===== src/hw/rtl/info_frame_deframer_rx_unit_assert.svh =====
// assertion macros shared by the deframer front end and queue
// each macro expects clk and rst_n in the scope where it is used
`ifndef INFO_FRAME_DEFRAMER_RX_UNIT_ASSERT_SVH
`define INFO_FRAME_DEFRAMER_RX_UNIT_ASSERT_SVH

`ifndef SYNTH

// condition holds at every clock edge out of reset
`define IFDR_ASSERT_ALWAYS(label, cond) \
    label: assert property (@(posedge clk) disable iff (!rst_n) (cond)) \
        else $error("deframer assertion failed");

// consequent holds in the same cycle as the antecedent
`define IFDR_ASSERT_IMPL(label, ante, cons) \
    label: assert property (@(posedge clk) disable iff (!rst_n) (ante) |-> (cons)) \
        else $error("deframer assertion failed");

// consequent holds in the cycle after the antecedent
`define IFDR_ASSERT_NEXT(label, ante, cons) \
    label: assert property (@(posedge clk) disable iff (!rst_n) (ante) |=> (cons)) \
        else $error("deframer assertion failed");

`else

`define IFDR_ASSERT_ALWAYS(label, cond)
`define IFDR_ASSERT_IMPL(label, ante, cons)
`define IFDR_ASSERT_NEXT(label, ante, cons)

`endif

`endif


===== src/hw/rtl/ifdr_pkg.sv =====
`default_nettype none

package ifdr_pkg;

    localparam int LEN_W = 11;
    localparam int BYTE_W = 8;
    localparam int STATUS_W = 2;
    localparam int PADDR_W = 3;
    localparam int PDATA_W = 32;

    localparam int MAX_FRAME_BYTES_DEF = 1024;
    localparam int LEN_CAP = 2045;
    localparam logic [LEN_W-1:0] MAX_LEN_RESET = 11'd1024;

    localparam int QUEUE_DEPTH = 2;

    // register index, taken from paddr word bits
    localparam logic REG_MAX_PAYLOAD_LEN = 1'b0;

    localparam logic [BYTE_W-1:0] FLAG_BYTE = 8'h5c;
    localparam logic [BYTE_W-1:0] ADDR_MAIN = 8'h03;
    localparam logic [BYTE_W-1:0] ADDR_ALT  = 8'h01;
    localparam logic [BYTE_W-1:0] CTRL_SEQ0 = 8'h00;
    localparam logic [BYTE_W-1:0] CTRL_SEQ1 = 8'h02;
    localparam logic [BYTE_W-1:0] ESC_BYTE  = 8'h5d;
    localparam logic [BYTE_W-1:0] ESC_FLAG  = 8'h7c;
    localparam logic [BYTE_W-1:0] ESC_SELF  = 8'h7d;

    localparam logic [STATUS_W-1:0] STAT_PAYLOAD  = 2'd0;
    localparam logic [STATUS_W-1:0] STAT_GOOD     = 2'd1;
    localparam logic [STATUS_W-1:0] STAT_BCC_ERR  = 2'd2;
    localparam logic [STATUS_W-1:0] STAT_TOO_LONG = 2'd3;

    typedef enum logic [4:0] {
        S_HUNT = 5'b00001,
        S_FLAG = 5'b00010,
        S_ADDR = 5'b00100,
        S_CTRL = 5'b01000,
        S_DATA = 5'b10000
    } frame_state_t;

    typedef struct packed {
        logic [BYTE_W-1:0]   data_byte;
        logic                frame_done;
        logic [STATUS_W-1:0] frame_status;
        logic                frame_seq;
    } result_t;

endpackage

`default_nettype wire


===== src/hw/rtl/ifdr_front.sv =====
`default_nettype none

`include "info_frame_deframer_rx_unit_assert.svh"

module ifdr_front
    import ifdr_pkg::*;
#(
    parameter int MAX_FRAME_BYTES = MAX_FRAME_BYTES_DEF
)
(
    input  wire logic             clk,
    input  wire logic             rst_n,
    input  wire logic             accept,
    input  wire logic [BYTE_W-1:0] rx_byte,
    input  wire logic [LEN_W-1:0] max_len,
    output logic                  push,
    output result_t               res
);

    localparam int CAP = (MAX_FRAME_BYTES < LEN_CAP) ? MAX_FRAME_BYTES : LEN_CAP;
    localparam logic [LEN_W-1:0] CAP_W = LEN_W'(CAP);

    frame_state_t      state_reg, state_next;
    logic              expected_seq_reg, expected_seq_next;
    logic              escape_pending_reg, escape_pending_next;
    logic [BYTE_W-1:0] held_byte_reg, held_byte_next;
    logic              held_valid_reg, held_valid_next;
    logic [BYTE_W-1:0] running_xor_reg, running_xor_next;
    logic [LEN_W-1:0]  payload_count_reg, payload_count_next;
    logic [BYTE_W-1:0] control_seen_reg, control_seen_next;

    logic [LEN_W-1:0]  lim;
    logic [LEN_W:0]    lim_w;
    logic [LEN_W:0]    lim_p1;
    logic [LEN_W:0]    cnt_w;
    logic [BYTE_W-1:0] ctrl_expect;

    assign lim         = (max_len > CAP_W) ? CAP_W : max_len;
    assign lim_w       = {1'b0, lim};
    assign lim_p1      = lim_w + (LEN_W+1)'(1);
    assign cnt_w       = {1'b0, payload_count_reg};
    assign ctrl_expect = expected_seq_reg ? CTRL_SEQ1 : CTRL_SEQ0;

    always_comb
    begin
        state_next          = state_reg;
        expected_seq_next   = expected_seq_reg;
        escape_pending_next = escape_pending_reg;
        held_byte_next      = held_byte_reg;
        held_valid_next     = held_valid_reg;
        running_xor_next    = running_xor_reg;
        payload_count_next  = payload_count_reg;
        control_seen_next   = control_seen_reg;
        push                = 1'b0;
        res                 = '0;
        res.frame_seq       = expected_seq_reg;

        if (accept)
        begin
            unique case (state_reg)
                S_HUNT:
                begin
                    if (rx_byte == FLAG_BYTE)
                        state_next = S_FLAG;
                end
                S_FLAG:
                begin
                    if (rx_byte == FLAG_BYTE)
                        state_next = S_FLAG;
                    else if (rx_byte == ADDR_MAIN || rx_byte == ADDR_ALT)
                    begin
                        running_xor_next = rx_byte;
                        state_next       = S_ADDR;
                    end
                    else
                        state_next = S_HUNT;
                end
                S_ADDR:
                begin
                    if (rx_byte == FLAG_BYTE)
                        state_next = S_FLAG;
                    else if (rx_byte == ctrl_expect)
                    begin
                        control_seen_next = rx_byte;
                        state_next        = S_CTRL;
                    end
                    else
                        state_next = S_HUNT;
                end
                S_CTRL:
                begin
                    if (rx_byte == FLAG_BYTE)
                        state_next = S_FLAG;
                    else if (rx_byte == (running_xor_reg ^ control_seen_reg))
                    begin
                        escape_pending_next = 1'b0;
                        held_byte_next      = '0;
                        held_valid_next     = 1'b0;
                        running_xor_next    = '0;
                        payload_count_next  = '0;
                        state_next          = S_DATA;
                    end
                    else
                        state_next = S_HUNT;
                end
                S_DATA:
                begin
                    if (rx_byte == FLAG_BYTE)
                    begin
                        // closing flag: status, then treat it as the next opening flag
                        push           = 1'b1;
                        res.frame_done = 1'b1;
                        if (cnt_w > lim_p1)
                            res.frame_status = STAT_TOO_LONG;
                        else if (held_valid_reg && held_byte_reg == running_xor_reg)
                            res.frame_status = STAT_GOOD;
                        else
                            res.frame_status = STAT_BCC_ERR;
                        if (res.frame_status == STAT_GOOD)
                            expected_seq_next = ~expected_seq_reg;
                        escape_pending_next = 1'b0;
                        held_byte_next      = '0;
                        held_valid_next     = 1'b0;
                        running_xor_next    = '0;
                        payload_count_next  = '0;
                        state_next          = S_FLAG;
                    end
                    else if (escape_pending_reg && rx_byte == ESC_FLAG)
                    begin
                        held_byte_next      = FLAG_BYTE;
                        escape_pending_next = 1'b0;
                    end
                    else if (escape_pending_reg && rx_byte == ESC_SELF)
                        escape_pending_next = 1'b0;
                    else
                    begin
                        // release the held byte, hold the new one
                        if (held_valid_reg && cnt_w <= lim_w)
                        begin
                            push             = 1'b1;
                            res.data_byte    = held_byte_reg;
                            res.frame_status = STAT_PAYLOAD;
                            running_xor_next = running_xor_reg ^ held_byte_reg;
                        end
                        held_byte_next  = rx_byte;
                        held_valid_next = 1'b1;
                        if (cnt_w <= lim_p1)
                            payload_count_next = payload_count_reg + LEN_W'(1);
                        escape_pending_next = (rx_byte == ESC_BYTE);
                    end
                end
                default:
                    state_next = S_HUNT;
            endcase
        end
    end

    always_ff @(posedge clk or negedge rst_n)
    begin
        if (!rst_n)
        begin
            state_reg          <= S_HUNT;
            expected_seq_reg   <= 1'b0;
            escape_pending_reg <= 1'b0;
            held_byte_reg      <= '0;
            held_valid_reg     <= 1'b0;
            running_xor_reg    <= '0;
            payload_count_reg  <= '0;
            control_seen_reg   <= '0;
        end
        else
        begin
            state_reg          <= state_next;
            expected_seq_reg   <= expected_seq_next;
            escape_pending_reg <= escape_pending_next;
            held_byte_reg      <= held_byte_next;
            held_valid_reg     <= held_valid_next;
            running_xor_reg    <= running_xor_next;
            payload_count_reg  <= payload_count_next;
            control_seen_reg   <= control_seen_next;
        end
    end

    `IFDR_ASSERT_IMPL(a_push_only_in_data, push, state_reg == S_DATA)
    `IFDR_ASSERT_NEXT(a_good_toggles_seq, push && res.frame_status == STAT_GOOD && res.frame_done, expected_seq_reg != $past(expected_seq_reg))

endmodule

`default_nettype wire


===== src/hw/rtl/ifdr_queue.sv =====
`default_nettype none

`include "info_frame_deframer_rx_unit_assert.svh"

module ifdr_queue
    import ifdr_pkg::*;
(
    input  wire logic    clk,
    input  wire logic    rst_n,
    input  wire logic    push,
    input  wire result_t push_data,
    input  wire logic    pop,
    output logic         full,
    output logic         nonempty,
    output result_t      head
);

    localparam int PTR_W = (QUEUE_DEPTH > 1) ? $clog2(QUEUE_DEPTH) : 1;
    localparam int CNT_W = $clog2(QUEUE_DEPTH + 1);
    localparam logic [PTR_W-1:0] LAST = PTR_W'(QUEUE_DEPTH - 1);

    result_t          mem_reg [QUEUE_DEPTH];
    logic [PTR_W-1:0] wr_ptr_reg, wr_ptr_next;
    logic [PTR_W-1:0] rd_ptr_reg, rd_ptr_next;
    logic [CNT_W-1:0] count_reg, count_next;

    assign full     = (count_reg == CNT_W'(QUEUE_DEPTH));
    assign nonempty = (count_reg != '0);
    assign head     = mem_reg[rd_ptr_reg];

    always_comb
    begin
        wr_ptr_next = wr_ptr_reg;
        rd_ptr_next = rd_ptr_reg;
        count_next  = count_reg;
        if (push)
            wr_ptr_next = (wr_ptr_reg == LAST) ? '0 : wr_ptr_reg + PTR_W'(1);
        if (pop)
            rd_ptr_next = (rd_ptr_reg == LAST) ? '0 : rd_ptr_reg + PTR_W'(1);
        if (push && !pop)
            count_next = count_reg + CNT_W'(1);
        else if (pop && !push)
            count_next = count_reg - CNT_W'(1);
    end

    always_ff @(posedge clk)
    begin
        if (push)
            mem_reg[wr_ptr_reg] <= push_data;
    end

    always_ff @(posedge clk or negedge rst_n)
    begin
        if (!rst_n)
        begin
            wr_ptr_reg <= '0;
            rd_ptr_reg <= '0;
            count_reg  <= '0;
        end
        else
        begin
            wr_ptr_reg <= wr_ptr_next;
            rd_ptr_reg <= rd_ptr_next;
            count_reg  <= count_next;
        end
    end

    `IFDR_ASSERT_IMPL(a_no_push_when_full, push, !full)
    `IFDR_ASSERT_IMPL(a_no_pop_when_empty, pop, nonempty)
    `IFDR_ASSERT_ALWAYS(a_count_in_range, count_reg <= CNT_W'(QUEUE_DEPTH))

endmodule

`default_nettype wire


===== src/hw/rtl/ifdr_back.sv =====
`default_nettype none

module ifdr_back
    import ifdr_pkg::*;
(
    input  wire logic      clk,
    input  wire logic      rst_n,
    input  wire logic      q_nonempty,
    input  wire result_t   q_head,
    output logic           pop,
    output logic           out_valid,
    input  wire logic      out_stall,
    output logic [BYTE_W-1:0]   data_byte,
    output logic                frame_done,
    output logic [STATUS_W-1:0] frame_status,
    output logic                frame_seq
);

    logic    valid_reg;
    result_t res_reg;

    // refill the output register when it is empty or being taken
    assign pop = q_nonempty && (!valid_reg || !out_stall);

    always_ff @(posedge clk or negedge rst_n)
    begin
        if (!rst_n)
            valid_reg <= 1'b0;
        else if (!valid_reg || !out_stall)
            valid_reg <= q_nonempty;
    end

    always_ff @(posedge clk)
    begin
        if (pop)
            res_reg <= q_head;
    end

    assign out_valid    = valid_reg;
    assign data_byte    = res_reg.data_byte;
    assign frame_done   = res_reg.frame_done;
    assign frame_status = res_reg.frame_status;
    assign frame_seq    = res_reg.frame_seq;

endmodule

`default_nettype wire


===== src/hw/rtl/info_frame_deframer_rx_unit.sv =====
`default_nettype none

// receiver for byte-stuffed information frames with an xor block check.
// one raw byte is accepted per cycle with no bubbles; the only cause of
// in_stall is a full two-entry result queue, which builds up only while the
// consumer holds out_stall. a result passes through the queue and the output
// register on its way out. the header (flag 0x5c, address 0x03 or 0x01,
// control 0x00/0x02 per the expected sequence bit, bcc1) is checked in the
// front end; bad headers drop the frame silently. payload bytes come out
// destuffed and one byte late, so bcc2 is never delivered; the closing flag
// gives one status result (good, bcc2 error, too long) and also opens the
// next frame. max_payload_len at byte address 0 caps the payload length,
// further clamped to MAX_FRAME_BYTES and 2045; write it only while idle.

module info_frame_deframer_rx_unit
    import ifdr_pkg::*;
#(
    parameter int MAX_FRAME_BYTES = MAX_FRAME_BYTES_DEF
)
(
    input  wire logic                clk,
    input  wire logic                rst_n,
    // byte input
    input  wire logic                in_valid,
    output logic                     in_stall,
    input  wire logic [BYTE_W-1:0]   rx_byte,
    // result output
    output logic                     out_valid,
    input  wire logic                out_stall,
    output logic [BYTE_W-1:0]        data_byte,
    output logic                     frame_done,
    output logic [STATUS_W-1:0]      frame_status,
    output logic                     frame_seq,
    // register port
    input  wire logic                psel,
    input  wire logic                penable,
    input  wire logic                pwrite,
    input  wire logic [PADDR_W-1:0]  paddr,
    input  wire logic [PDATA_W-1:0]  pwdata,
    output logic [PDATA_W-1:0]       prdata,
    output logic                     pready
);

    logic [LEN_W-1:0] max_len_reg;
    logic             reg_hit;
    logic             accept;
    logic             q_full;
    logic             q_nonempty;
    logic             q_pop;
    logic             f_push;
    result_t          f_res;
    result_t          q_head;

    // register port: zero wait states, one register at word index 0
    assign pready  = 1'b1;
    assign reg_hit = (paddr[PADDR_W-1] == REG_MAX_PAYLOAD_LEN);
    assign prdata  = reg_hit ? {{(PDATA_W-LEN_W){1'b0}}, max_len_reg} : '0;

    always_ff @(posedge clk or negedge rst_n)
    begin
        if (!rst_n)
            max_len_reg <= MAX_LEN_RESET;
        else if (psel && penable && pwrite && pready && reg_hit)
            max_len_reg <= pwdata[LEN_W-1:0];
    end

    // input side stalls only on a full queue
    assign in_stall = q_full;
    assign accept   = in_valid && !in_stall;

    // front end: header check, destuffing, block check, status
    ifdr_front #(
        .MAX_FRAME_BYTES(MAX_FRAME_BYTES)
    ) u_front (
        .clk     (clk),
        .rst_n   (rst_n),
        .accept  (accept),
        .rx_byte (rx_byte),
        .max_len (max_len_reg),
        .push    (f_push),
        .res     (f_res)
    );

    // short queue decoupling the two sides
    ifdr_queue u_queue (
        .clk       (clk),
        .rst_n     (rst_n),
        .push      (f_push),
        .push_data (f_res),
        .pop       (q_pop),
        .full      (q_full),
        .nonempty  (q_nonempty),
        .head      (q_head)
    );

    // back end: output register toward the consumer
    ifdr_back u_back (
        .clk          (clk),
        .rst_n        (rst_n),
        .q_nonempty   (q_nonempty),
        .q_head       (q_head),
        .pop          (q_pop),
        .out_valid    (out_valid),
        .out_stall    (out_stall),
        .data_byte    (data_byte),
        .frame_done   (frame_done),
        .frame_status (frame_status),
        .frame_seq    (frame_seq)
    );

endmodule

`default_nettype wire

===== config.mk =====
export PLATFORM = sky130hd
export DESIGN_NAME = info_frame_deframer_rx_unit
export DESIGN_NICKNAME = d
export VERILOG_FILES = /design/src/hw/rtl/ifdr_pkg.sv /design/src/hw/rtl/ifdr_front.sv /design/src/hw/rtl/ifdr_queue.sv /design/src/hw/rtl/ifdr_back.sv /design/src/hw/rtl/info_frame_deframer_rx_unit.sv
export VERILOG_INCLUDE_DIRS = /design/src /design/src/hw/rtl
export SDC_FILE = /design/constraint.sdc
export NUM_CORES = 1
export LEC_CHECK = 0
export ABC_AREA = 1
export CELL_PAD_IN_SITES_DETAIL_PLACEMENT = 0
export CELL_PAD_IN_SITES_GLOBAL_PLACEMENT = 2
export CORE_AREA = 2 2 139 114
export CTS_BUF_LIST = sky130_fd_sc_hd__clkbuf_2 sky130_fd_sc_hd__clkbuf_4 sky130_fd_sc_hd__clkbuf_8
export DETAILED_ROUTE_END_ITERATION = 6
export DIE_AREA = 0 0 141 116
export DONT_BUFFER_PORTS = 1
export GPL_TIMING_DRIVEN = 0
export HOLD_SLACK_MARGIN = 0.12
export MAX_ROUTING_LAYER = met4
export PLACE_DENSITY = 0.95
export SYNTH_ARGS = -nofsm -noshare
export SYNTH_HDL_FRONTEND = slang
export SYNTH_HIERARCHICAL = 1
export SYNTH_SLANG_ARGS = --single-unit

===== constraint.sdc =====
create_clock -name clk -period 9.3 [get_ports clk]
set_input_delay 1.86 -clock clk [delete_from_list [all_inputs] [get_ports clk]]
set_output_delay 1.86 -clock clk [all_outputs]
set_load 0.005 [all_outputs]

==> results.md, run 1 <==
- Worst path cell trace: buf_2, nor2_1
- Crit path max-delay family: simple AND/OR/NAND/NOR gates
- Sequential area share after synthesis: 41.7%
- Vias in the first global route: 4562
- Storage cell area: 2560 µm²
- Area Overhead vs Synth: 8.42%
- Fin crit share: 43.3%
- Routed vias/inst: approximately 5
- Routed wire length: 13700 µm
- Largest register FFs: 24
- Max Transition Viols Final: 0
- Post-CTS repair timing setup buffer count: 0
- Max Cap Viol: 0
- Post-DP HPWL: about 11000 µm
- Post-synthesis cell count: 779
- Worst path bufs/invs: 1
- EDFF count, synth: 36
- First-pass GRT wire length: 23100 µm
- Fin crit period: 4030 ps
- Initial DRC Count: 413
- Number of library cell types mapped by synthesis: 42
- Post-detailed-route count of antenna-violating nets: 0
- Main area contributors after synthesis: dfrtp_1 23%, edfxtp_1 18%, nand2_1 13%
- Most frequent cell after synthesis: nand2_1
- Initial antenna violation count: 0
- DRT Pass-1 Iters: 7
- Crit path kind: in2out
- Worst vdd ir: 0.0000815 V
- Worst Setup End Kind: primary output
- Post-cts sizing count: 0
- Number of diodes: 0
- Critical path peak fanout: 10
- CTS Sinks: 95
- Status: completed
- Drc violations: 0
- Clock Skew: 9.46 ps
- Placed insts: 988
- FP Rows: 40
- Core area: 14900 µm²
- Unrepaired setup endpoints after global routing: no
- TNS Setup: 0 ps
- Die span in x: 141 µm
- Max Clock Freq: about 0.25 GHz
- Synthesized cell area: about 6100 µm²
- Most instantiated cells after synthesis: 214 x nand2_1, 118 x inv_1, 71 x nor2_1, 57 x dfrtp_1, 51 x nand3_1
- CTS tree: yes
- Total number of vias: 4911
- Die area: 16400 µm²
- Clock root buffer: clkbuf_8
- Slowest cell delay on critical path: ~160 ps
- Min-delay worst type: reg2reg
- Die span in y: about 120 µm
- Ys async rst share: ~62%
- Synth area leader: dfrtp_1
- Synth top area share: a little under a quarter
- Total Routing Usage GR: 18.6%
- Hold Buf Count CTS: 0
- Nets: 886
- Pwr dens: 176 nW/µm²
- Avg Inst Size Synth: around 7.9 µm²
- Max stage delay cell, worst path: nor2_1
- H-tree depth: 3
- Area of the multi-input gates: between 2000 and 3000 µm²
- Share of cells above drive strength 1: 11.7%
- P_leak: 3.38 nW
- Worst-margin pin slew: 937 ps
- Number of synthesized register bits: 95
- Clk slew on worst S/H paths: 100 ps
- Synth Flop Type: dfrtp_1
- Setup crit start kind: input port
- Tot Pwr: 0.00117 W
- Ports: 97
- Final Instance Count excl. Fillers: 1004
- Filler cells: 1478
- Worst Path Required: 7440 ps
- Crit path DAT: 2170 ps
- Clk_lat worst skew: between 300 and 400 ps
- Post-layout util: around 45%
- Pin count of the biggest net entering global routing: 60
- Fin. Hold Viols: 0
- Clock tree buffer depth: 2
- Final setup fails: 0
- DR WL/cell: 13.7 µm
- Slew headroom: around 37%
- Fin Hold WS: 497 ps
- Yosys warns: 6
- I/O Buffers: 0
- Initial Util: 41.3%
- Cts bufs inserted: 9
- GRT overflow: 0
- Placer Congestion: 0.871
[report_power, final]
group,switching (W),internal [W]
Combinational,0.000204,0.000125
Sequential,0.0000629,0.000506
Clock,0.000167,0.000108
[per-stage QoR]
stage | worst slack [ps] | instance area [µm²]
after floorplan | 5310 | 6210
after global placement | 4950 | 6450
after detailed placement | 4900 | 6450
after CTS | 5220 | 6650
after global routing | 4900 | 6650
final | 5270 | 6650
[per-layer routing]
metal	vias up	track usage, %	part of all wire [%]
met5	-	-	0
met3	9	4.17	6.1
met4	0	4.87	1.0
li1	2534	-	-
met2	124	27.4	42
met1	2244	25.9	51
[final cells by class]
type,instances,share of cell area [%]
Sequential cell,95,38.5
Buffer,34,3.74
Clock buffer,9,1.86
Inverter,126,7.11
Clock inverter,7,1.22
Multi-Input combinational cell,544,44.0
Tap cell,189,3.56
[worst reg2reg max path: stages (launching register included)]
cell	delay (ps)
dfrtp_1	480
nor2_1	140
nand4_1	130
nor2_1	120
nor2_1	130
nor2_1	430
inv_1	160
ha_1	310
nor2_1	130
nand2_1	70
nand2_1	130
nand2_2	160
o21ai_0	450
inv_1	80
nor2_1	720
[worst paths after layout]
path	slack, ps	startpoint	cells after the start	endpoint
setup reg to reg	5310	max_len_reg[2]$_DFFE_PN0P_	14	u_queue/mem_reg[0][7]$_DFFE_PP_
hold / removal	500	u_front/held_valid_reg$_DFFE_PN0P_	2	u_front/held_valid_reg$_DFFE_PN0P_
hold reg to reg	500	u_front/held_valid_reg$_DFFE_PN0P_	2	u_front/held_valid_reg$_DFFE_PN0P_
max in group asynchronous	7950	rst_n	0	max_len_reg[10]$_DFFE_PN1P_
setup / recovery	5270	paddr[2]	2	prdata[2]
min in group asynchronous	1150	rst_n	0	u_front/payload_count_reg[0]$_DFFE_PN0P_
[cells by family (layout without fill, tap and decap cells)]
family / count (synthesis) / after routing / share of synthesized area, %
flops: 95 / 95 / 41.7
fa+ha+maj: 26 / 26 / 5.30
simple gates: 409 / 409 / 30.2
mux: 12 / 12 / 2.75
buf+inv: 160 / 176 / 11.8
xor+xnor: 16 / 16 / 2.28
compound gates: 59 / 59 / 5.83
other cells: 2 / 22 / 0.122
[cell usage in the layout, fill, tap and decap left out, types with 2 or more instances in the layout]
cell,n
nand2_1,214
inv_1,118
nor2_1,71
dfrtp_1,57
nand3_1,51
edfxtp_1,36
nand4_1,33
ha_1,26
buf_4,25
o21ai_0,23
conb_1,22
xor2_1,12
a21oi_1,12
clkbuf_8,9
o21bai_1,9
mux2_4,9
nor3b_1,8
inv_2,7
nand2_2,6
nand3_2,5
o21ai_1,5
nor4_1,5
buf_2,4
nor3_1,4
nor2_4,4
xnor2_1,4
nor2_2,3
buf_6,3
a21oi_2,3
o22ai_1,3
mux2_2,3
inv_8,2
clkinv_8,2
inv_6,2
dfstp_2,2
clkbuf_1,2
No activity file was read; power rests on OpenSTA's default activity.
==> run 2: changes to the inputs <==
Settings changed: CORE_AREA 2 2 139 114 to 2 2 152 124, DIE_AREA 0 0 141 116 to 0 0 154 126, PLACE_DENSITY 0.95 to 0.89.
Clock period 9.3 ns to 3.65 ns, I/O delays scaled along.
==> run 2 against run 1 <==
Effect of this change:
- via count about the same
- cell count up 5.4%
- sequential power rose to 2.5 times the previous value
- setup slack worse by 5000 ps
- die area is 19% higher
- clock skew is 8.2 ps higher
- clock-buffer cell count is the same
- register-to-register slack worse by 5100 ps
- clock power increased to 2.6 times the previous value
- wire length grew 4.0%
- sequential cell count unchanged
- critical path type is now reg2reg
- highest routed layer unchanged
==> results.md, run 2 (synthesis results as in run 1) <==
- Post-DP HPWL: 10500 µm (-0.52%)
- Tot Pwr: 0.00307 W (+160%)
- Setup WS pre-CTS: -576 ps (-5480 ps)
- Nets: 899 (+1.5%)
- Die span in y: 126 µm (+8.6%)
- Max Transition Viols Final: 0 (unchanged)
- TNS Setup: 0 ps (unchanged)
- Max Cap Viol: 0 (unchanged)
- GRT overflow: 0 (unchanged)
- First-pass GRT wire length: 23600 µm (+1.8%)
- FP Rows: 44 (+10%)
- Reg2reg path depth: 20 (+6)
- Pin count of the biggest net entering global routing: 58 (-3.3%)
- Worst path bufs/invs: 2 (+1)
- Clock root buffer: clkbuf_8
- Leading cell type in the layout, fill and taps excluded: nand2_1
- Clock Skew: 17.6 ps (+8.15 ps)
- Area Overhead vs Synth: 12.4%
- Initial antenna violation count: 0 (unchanged)
- Clk slew on worst S/H paths: 110 ps (about the same)
- Initial Util: 34.3% (-7.0 points)
- Fin Hold WS: 171 ps (-327 ps)
- Unrepaired setup endpoints after global routing: yes
- Pwr dens: 446 nW/µm² (+150%)
- Worst path cell trace: nor2_1, nand4_1, nor2_1, nor2_2, nor2_2, ha_2, nand4_1, inv_2, nand2_1, nand2_1, o21ai_0, ha_1, nand2_1, nor3_4, nand4_1, nand3_2, nand3_2, buf_4, o21ai_0, nand2_1
- Crit path DAT: 3690 ps (+1520 ps)
- Clock tree buffer depth: 2 (unchanged)
- Placer Congestion: 0.841 (-3.5%)
- Number of diodes: 0 (unchanged)
- Max stage delay cell, worst path: dfrtp_1
- Ports: 97 (unchanged)
- Worst Path Required: 3920 ps (-3520 ps)
- Fin crit share: a little over nine tenths
- Critical R2R Launch: max_len_reg[0]$_DFFE_PN0P_
- Crit path max-delay family: simple AND/OR/NAND/NOR gates
- Slowest cell delay on critical path: 420 ps (+260 ps)
- Crit path top cell by count: nand2_1
- Die span in x: 154 µm (+9.2%)
- CP Launch Point: max_len_reg[0]$_DFFE_PN0P_
- DR WL/cell: 13.5 µm (-1.3%)
- Worst Setup End Kind: register
- Critical path peak fanout: 10 (unchanged)
- Crit path to: u_front/payload_count_reg[4]$_DFFE_PN0P_
- Core area: 17900 µm² (+20%)
- Clk_lat worst skew: 390 ps (about the same)
- Worst vdd ir: 0.000180 V (+120%)
- Slew headroom: 49.8% (+12 points)
- H-tree depth: 3 (unchanged)
- Drc violations: 0 (unchanged)
- Final setup fails: 0 (unchanged)
- CTS tree: yes
- DRT Pass-1 Iters: 5 (-2)
- Largest register FFs: 24 (unchanged)
- R2R Setup Slk: 230 ps (-5080 ps)
- Max Clock Freq: 0.292 GHz
- Commonest non-fill, non-tap cells in the layout: 213 x nand2_1, 115 x inv_1, 66 x nor2_1
- CTS Sinks: 95 (unchanged)
- Fin. Hold Viols: 0 (unchanged)
- Reg2reg end: u_front/payload_count_reg[4]$_DFFE_PN0P_
- Min-delay worst type: in2async
- Post-detailed-route count of antenna-violating nets: 0 (unchanged)
- Cts bufs inserted: 9 (unchanged)
- Setup crit start kind: register
- Total number of vias: 4908 (-0.061%)
- Total Routing Usage GR: 15.7% (-2.9 points)
- Fin crit period: 3420 ps
- Final WS setup: 226 ps (-5050 ps)
- Worst path depth: 20 (+18)
- Routed vias/inst: 4.64 (-5.2%)
- I/O Buffers: 0 (unchanged)
- Worst-margin pin slew: 754 ps (-184 ps)
- Initial DRC Count: 289 (-30%)
- Filler cells: 1898 (+28%)
- Vias in the first global route: 4556 (-0.13%)
- Share of cells above drive strength 1: 14.9% (+3.2 points)
- Routed wire length: 14300 µm (+4.0%)
- Status: completed
- P_leak: 3.45 nW (+2.0%)
- Die area: 19400 µm² (+19%)
- Crit path kind: reg2reg
## run 2: cell types whose count changed in the layout (fill, tap and decap cells not counted), moves of 3 or more
cell and delta:
nor2_2 +3, buf_4 +11, nor2_1 -5, o21ai_0 -4, inv_1 -3, o21ai_1 +3
## run 2: worst min-delay path by stage
stage	end	slack [ps]	cells past startpoint
after floorplan	max_len_reg[0]$_DFFE_PN0P_	430	0
after global placement	max_len_reg[0]$_DFFE_PN0P_	440	0
after detailed placement	max_len_reg[0]$_DFFE_PN0P_	440	0
after CTS	max_len_reg[10]$_DFFE_PN1P_	140	0
after global routing	max_len_reg[10]$_DFFE_PN1P_	140	0
final	max_len_reg[10]$_DFFE_PN1P_	170	0
## run 2: area by class of cell
type                            instances  area, µm²  area share, %
Timing Repair Buffer                   13        130           1.89
Multi-Input combinational cell        544       2980           43.3
Tap cell                              230        288           4.17
Inverter                              126        477           6.91
Buffer                                 34        255           3.70
Sequential cell                        95       2560           37.2
Clock buffer                            9        124           1.80
Clock inverter                          7       76.3           1.11
## run 2: worst register-to-register path: stages (launching register included)
cell and delay (ps):
dfrtp_1 420, nor2_1 150, nand4_1 200, nor2_1 180
nor2_2 120, nor2_2 140, ha_2 220, nand4_1 150
inv_2 110, nand2_1 60, nand2_1 50, o21ai_0 70
ha_1 280, nand2_1 90, nor3_4 210, nand4_1 200
nand3_2 130, nand3_2 110, buf_4 200, o21ai_0 160
nand2_1 60
## run 2: power breakdown
| part | total (W) | internal, W | switching [W] |
|---|---|---|---|
| registers | 0.00145 | 0.00129 | 0.000157 |
| clock network | 0.000720 | 0.000274 | 0.000446 |
| logic | 0.000907 | 0.000350 | 0.000557 |
## run 2: routing by layer
| layer | part of all wire [%] | track usage, % |
|---|---|---|
| met1 | 55 | 23.7 |
| met2 | 40 | 21.5 |
| met3 | 4.5 | 2.86 |
| met4 | 0.88 | 3.90 |
| met5 | 0 | - |
## run 2: timing repair
action,4_1_cts,5_1_grt
setup buffers,0,12
hold buffers,1,0
endpoints found under the setup margin,41,41
pin swaps,1,8
hold endpoints to repair,57,0
resized for setup,7,19
gates cloned,0,0
## run 2: through the flow
stage                     instance area (µm²)  util [%]  cells
after floorplan                          6210         -    799
after detailed placement                 6500      36.3   1029
after global routing                     6900      38.5   1058
final                                    6900      38.5   1058
after global placement                   6500      36.3   1029
after CTS                                6750      37.7   1046
==> run 3: changes to the inputs <==
Settings changed: CORE_AREA 2 2 152 124 to 4 4 154 126, DIE_AREA 0 0 154 126 to 0 0 158 130, RECOVER_POWER from default to 25.
==> run 3 against run 2 <==
Effect of this change:
- the flow now finishes with violations (capacitance limit, slew limit)
- combinational power about the same
- cell area decreased by 0.36%
- sequential cell count unchanged
- global-route usage decreased by 1.0 points
==> results.md, run 3 (synthesis results as in run 1) <==
- Cts bufs inserted: 9 (unchanged)
- DRT Pass-1 Iters: 5 (unchanged)
- Min-delay worst type: in2async
- Met1 wire length: 7840 µm (+0.10%)
- Largest register FFs: 24 (unchanged)
- CP Launch Point: max_len_reg[4]$_DFFE_PN0P_
- H-tree depth: 3 (unchanged)
- Clock Skew: 12.2 ps (-5.38 ps)
- Clock root buffer: clkbuf_8
- Area Overhead vs Synth: 12.0%
- Cell Area, Placed: 6500 µm² (unchanged)
- Slew headroom: -80.3% (-130 points)
- Core area: 17900 µm² (unchanged)
- Reg2reg end: u_front/expected_seq_reg$_DFFE_PN0P_
- Commonest non-fill, non-tap cells in the layout: 214 x nand2_1, 116 x inv_1, 64 x nor2_1
- Crit path kind: reg2reg
- Max Cap Viol: 1 (+1)
- Worst Setup End Kind: register
- Vias in the first global route: 4417 (-3.1%)
- TNS Setup: 0 ps (unchanged)
- Metal3 WL: 574 µm (-11%)
- Clk slew on worst S/H paths: 120 ps (about the same)
- Fin crit period: 3460 ps (+34.6 ps)
- Drc violations: 0 (unchanged)
- GRT overflow: 0 (unchanged)
- Status: finished, violations left
- Initial antenna violation count: 0 (unchanged)
- Design area: 6870 µm² (-0.36%)
- Leading cell type in the layout, fill and taps excluded: nand2_1
- Setup crit start kind: register
- Fin crit share: 94.7% (+0.95 points)
- Routed wire length: 14400 µm (+0.62%)
- Filler cells: 1850 (-2.5%)
- First-pass GRT wire length: 23200 µm (-1.5%)
- Critical path peak fanout: 8 (-2)
- Final Instance Count excl. Fillers: 1057 (-0.095%)
- Reg2reg path depth: 20 (unchanged)
- Share of cells above drive strength 1: 14.5% (-0.34 points)
- I/O Buffers: 0 (unchanged)
- Number of diodes: 0 (unchanged)
- Die span in y: 130 µm (+3.2%)
- Max Used Layer: met4
- Ports: 97 (unchanged)
- Die span in x: 158 µm (+2.6%)
- Crit path to: u_front/expected_seq_reg$_DFFE_PN0P_
- Placer Congestion: 0.847 (+0.75%)
- R2R Setup Slk: 190 ps (-30 ps)
- Pin count of the biggest net entering global routing: 58 (unchanged)
- Clock tree buffer depth: 2 (unchanged)
- Die area: 20500 µm² (+5.9%)
- Worst Path Required: 3940 ps (+20 ps)
- Post-DP HPWL: 10600 µm (+1.2%)
- Post-layout util: 38.4% (-0.14 points)
- Max Clock Freq: 0.289 GHz (-1.0%)
- Total number of vias: 4948 (+0.81%)
- Final setup fails: 0 (unchanged)
- CTS tree: yes
- CTS Sinks: 95 (unchanged)
- Nets: 898 (-0.11%)
- Total Routing Usage GR: 14.7% (-1.0 points)
- Post-detailed-route count of antenna-violating nets: 0 (unchanged)
- FP Rows: 44 (unchanged)
- Crit path DAT: 3750 ps (+60 ps)
- Worst-margin pin slew: 2700 ps (+1950 ps)
- Worst vdd ir: 0.000222 V (+24%)
- Initial DRC Count: 407 (+41%)
- Routed vias/inst: 4.68 (+0.91%)
- Placed insts: 1029 (unchanged)
- Met2 WL: 5790 µm (+2.1%)
- Critical R2R Launch: max_len_reg[4]$_DFFE_PN0P_
- DR WL/cell: 13.6 µm (+0.72%)
- Fin. Hold Viols: 0 (unchanged)
- Failing checks: capacitance limit, slew limit
- Max Transition Viols Final: 58 (+58)
- Initial Util: 34.3% (unchanged)
- Clk_lat worst skew: 390 ps (about the same)
- Pwr dens: 448 nW/µm² (+0.42%)
- P_leak: 3.44 nW (-0.20%)
[run 3: cell types whose count changed in the layout (fill, tap and decap cells not counted), sizes merged]
cell and delta:
buf -3, clkbuf +1, clkinv +1, dlymetal6s2s +1, inv -1
[run 3: worst min-delay path by stage]
| stage | start | endpoint | slack, ps |
|---|---|---|---|
| finish | rst_n | u_front/state_reg[0]$_DFFE_PN1P_ | 160 |
| global route | rst_n | u_front/state_reg[0]$_DFFE_PN1P_ | 140 |
| CTS | rst_n | u_front/state_reg[0]$_DFFE_PN1P_ | 140 |
| detailed placement | rst_n | u_front/expected_seq_reg$_DFFE_PN0P_ | 440 |
| global placement | rst_n | u_front/expected_seq_reg$_DFFE_PN0P_ | 440 |
| floorplan | rst_n | max_len_reg[0]$_DFFE_PN0P_ | 430 |
[run 3: layer usage]
layer  vias up  GRT usage [%]
met5         -              -
met4         0           3.31
met3        14           2.88
met2        98           19.6
met1      2272           22.7
li1       2564              -
[run 3: final cells by class]
cell class | count | area (µm²) | area share (%)
flip-flops and latches | 95 | 2560 | 37.3
plain buffers | 34 | 251 | 3.66
well taps | 230 | 288 | 4.19
multi-input cells | 544 | 2980 | 43.4
clock inverters | 7 | 81.3 | 1.18
inverters | 126 | 477 | 6.94
clock buffers | 9 | 124 | 1.80
repair buffers | 12 | 108 | 1.57
[run 3: power breakdown]
group	switching, W	internal, W	total, W
logic	0.000559	0.000346	0.000905
clock network	0.000453	0.000275	0.000727
registers	0.000153	0.00129	0.00144
[run 3: repair_timing]
| item | 4_1_cts | 5_1_grt |
|---|---|---|
| setup endpoints to repair | 41 | 41 |
| endpoints found under the hold margin | 57 | 0 |
| pin swaps | 1 | 7 |
| buffers inserted | 0 | 11 |
| gates resized for setup | 7 | 15 |
| hold buffers | 1 | 0 |
[run 3: through the flow]
step                      hold WS [ps]  setup slack [ps]  power [W]
after detailed placement           438              -596    0.00231
after floorplan                    434               414    0.00211
after global placement             439              -593    0.00231
final                              159               192    0.00308
after CTS                          141              76.4    0.00308
after global routing               137             -64.4    0.00332
[run 3: critical path, cell delays in order, from the launching register on]
cell and delay, ps:
dfrtp_1 440, inv_1 110, nand4_1 210, nor2_2 210
nor2_4 90, nor2_4 130, ha_2 220, nand4_1 160
inv_2 110, nand2_1 60, nand2_1 50, o21ai_0 70
ha_1 280, nand2_1 70, nor3_2 240, nand4_1 210
buf_4 190, nand2_1 150, nand3_1 120, xor2_1 150
inv_1 50
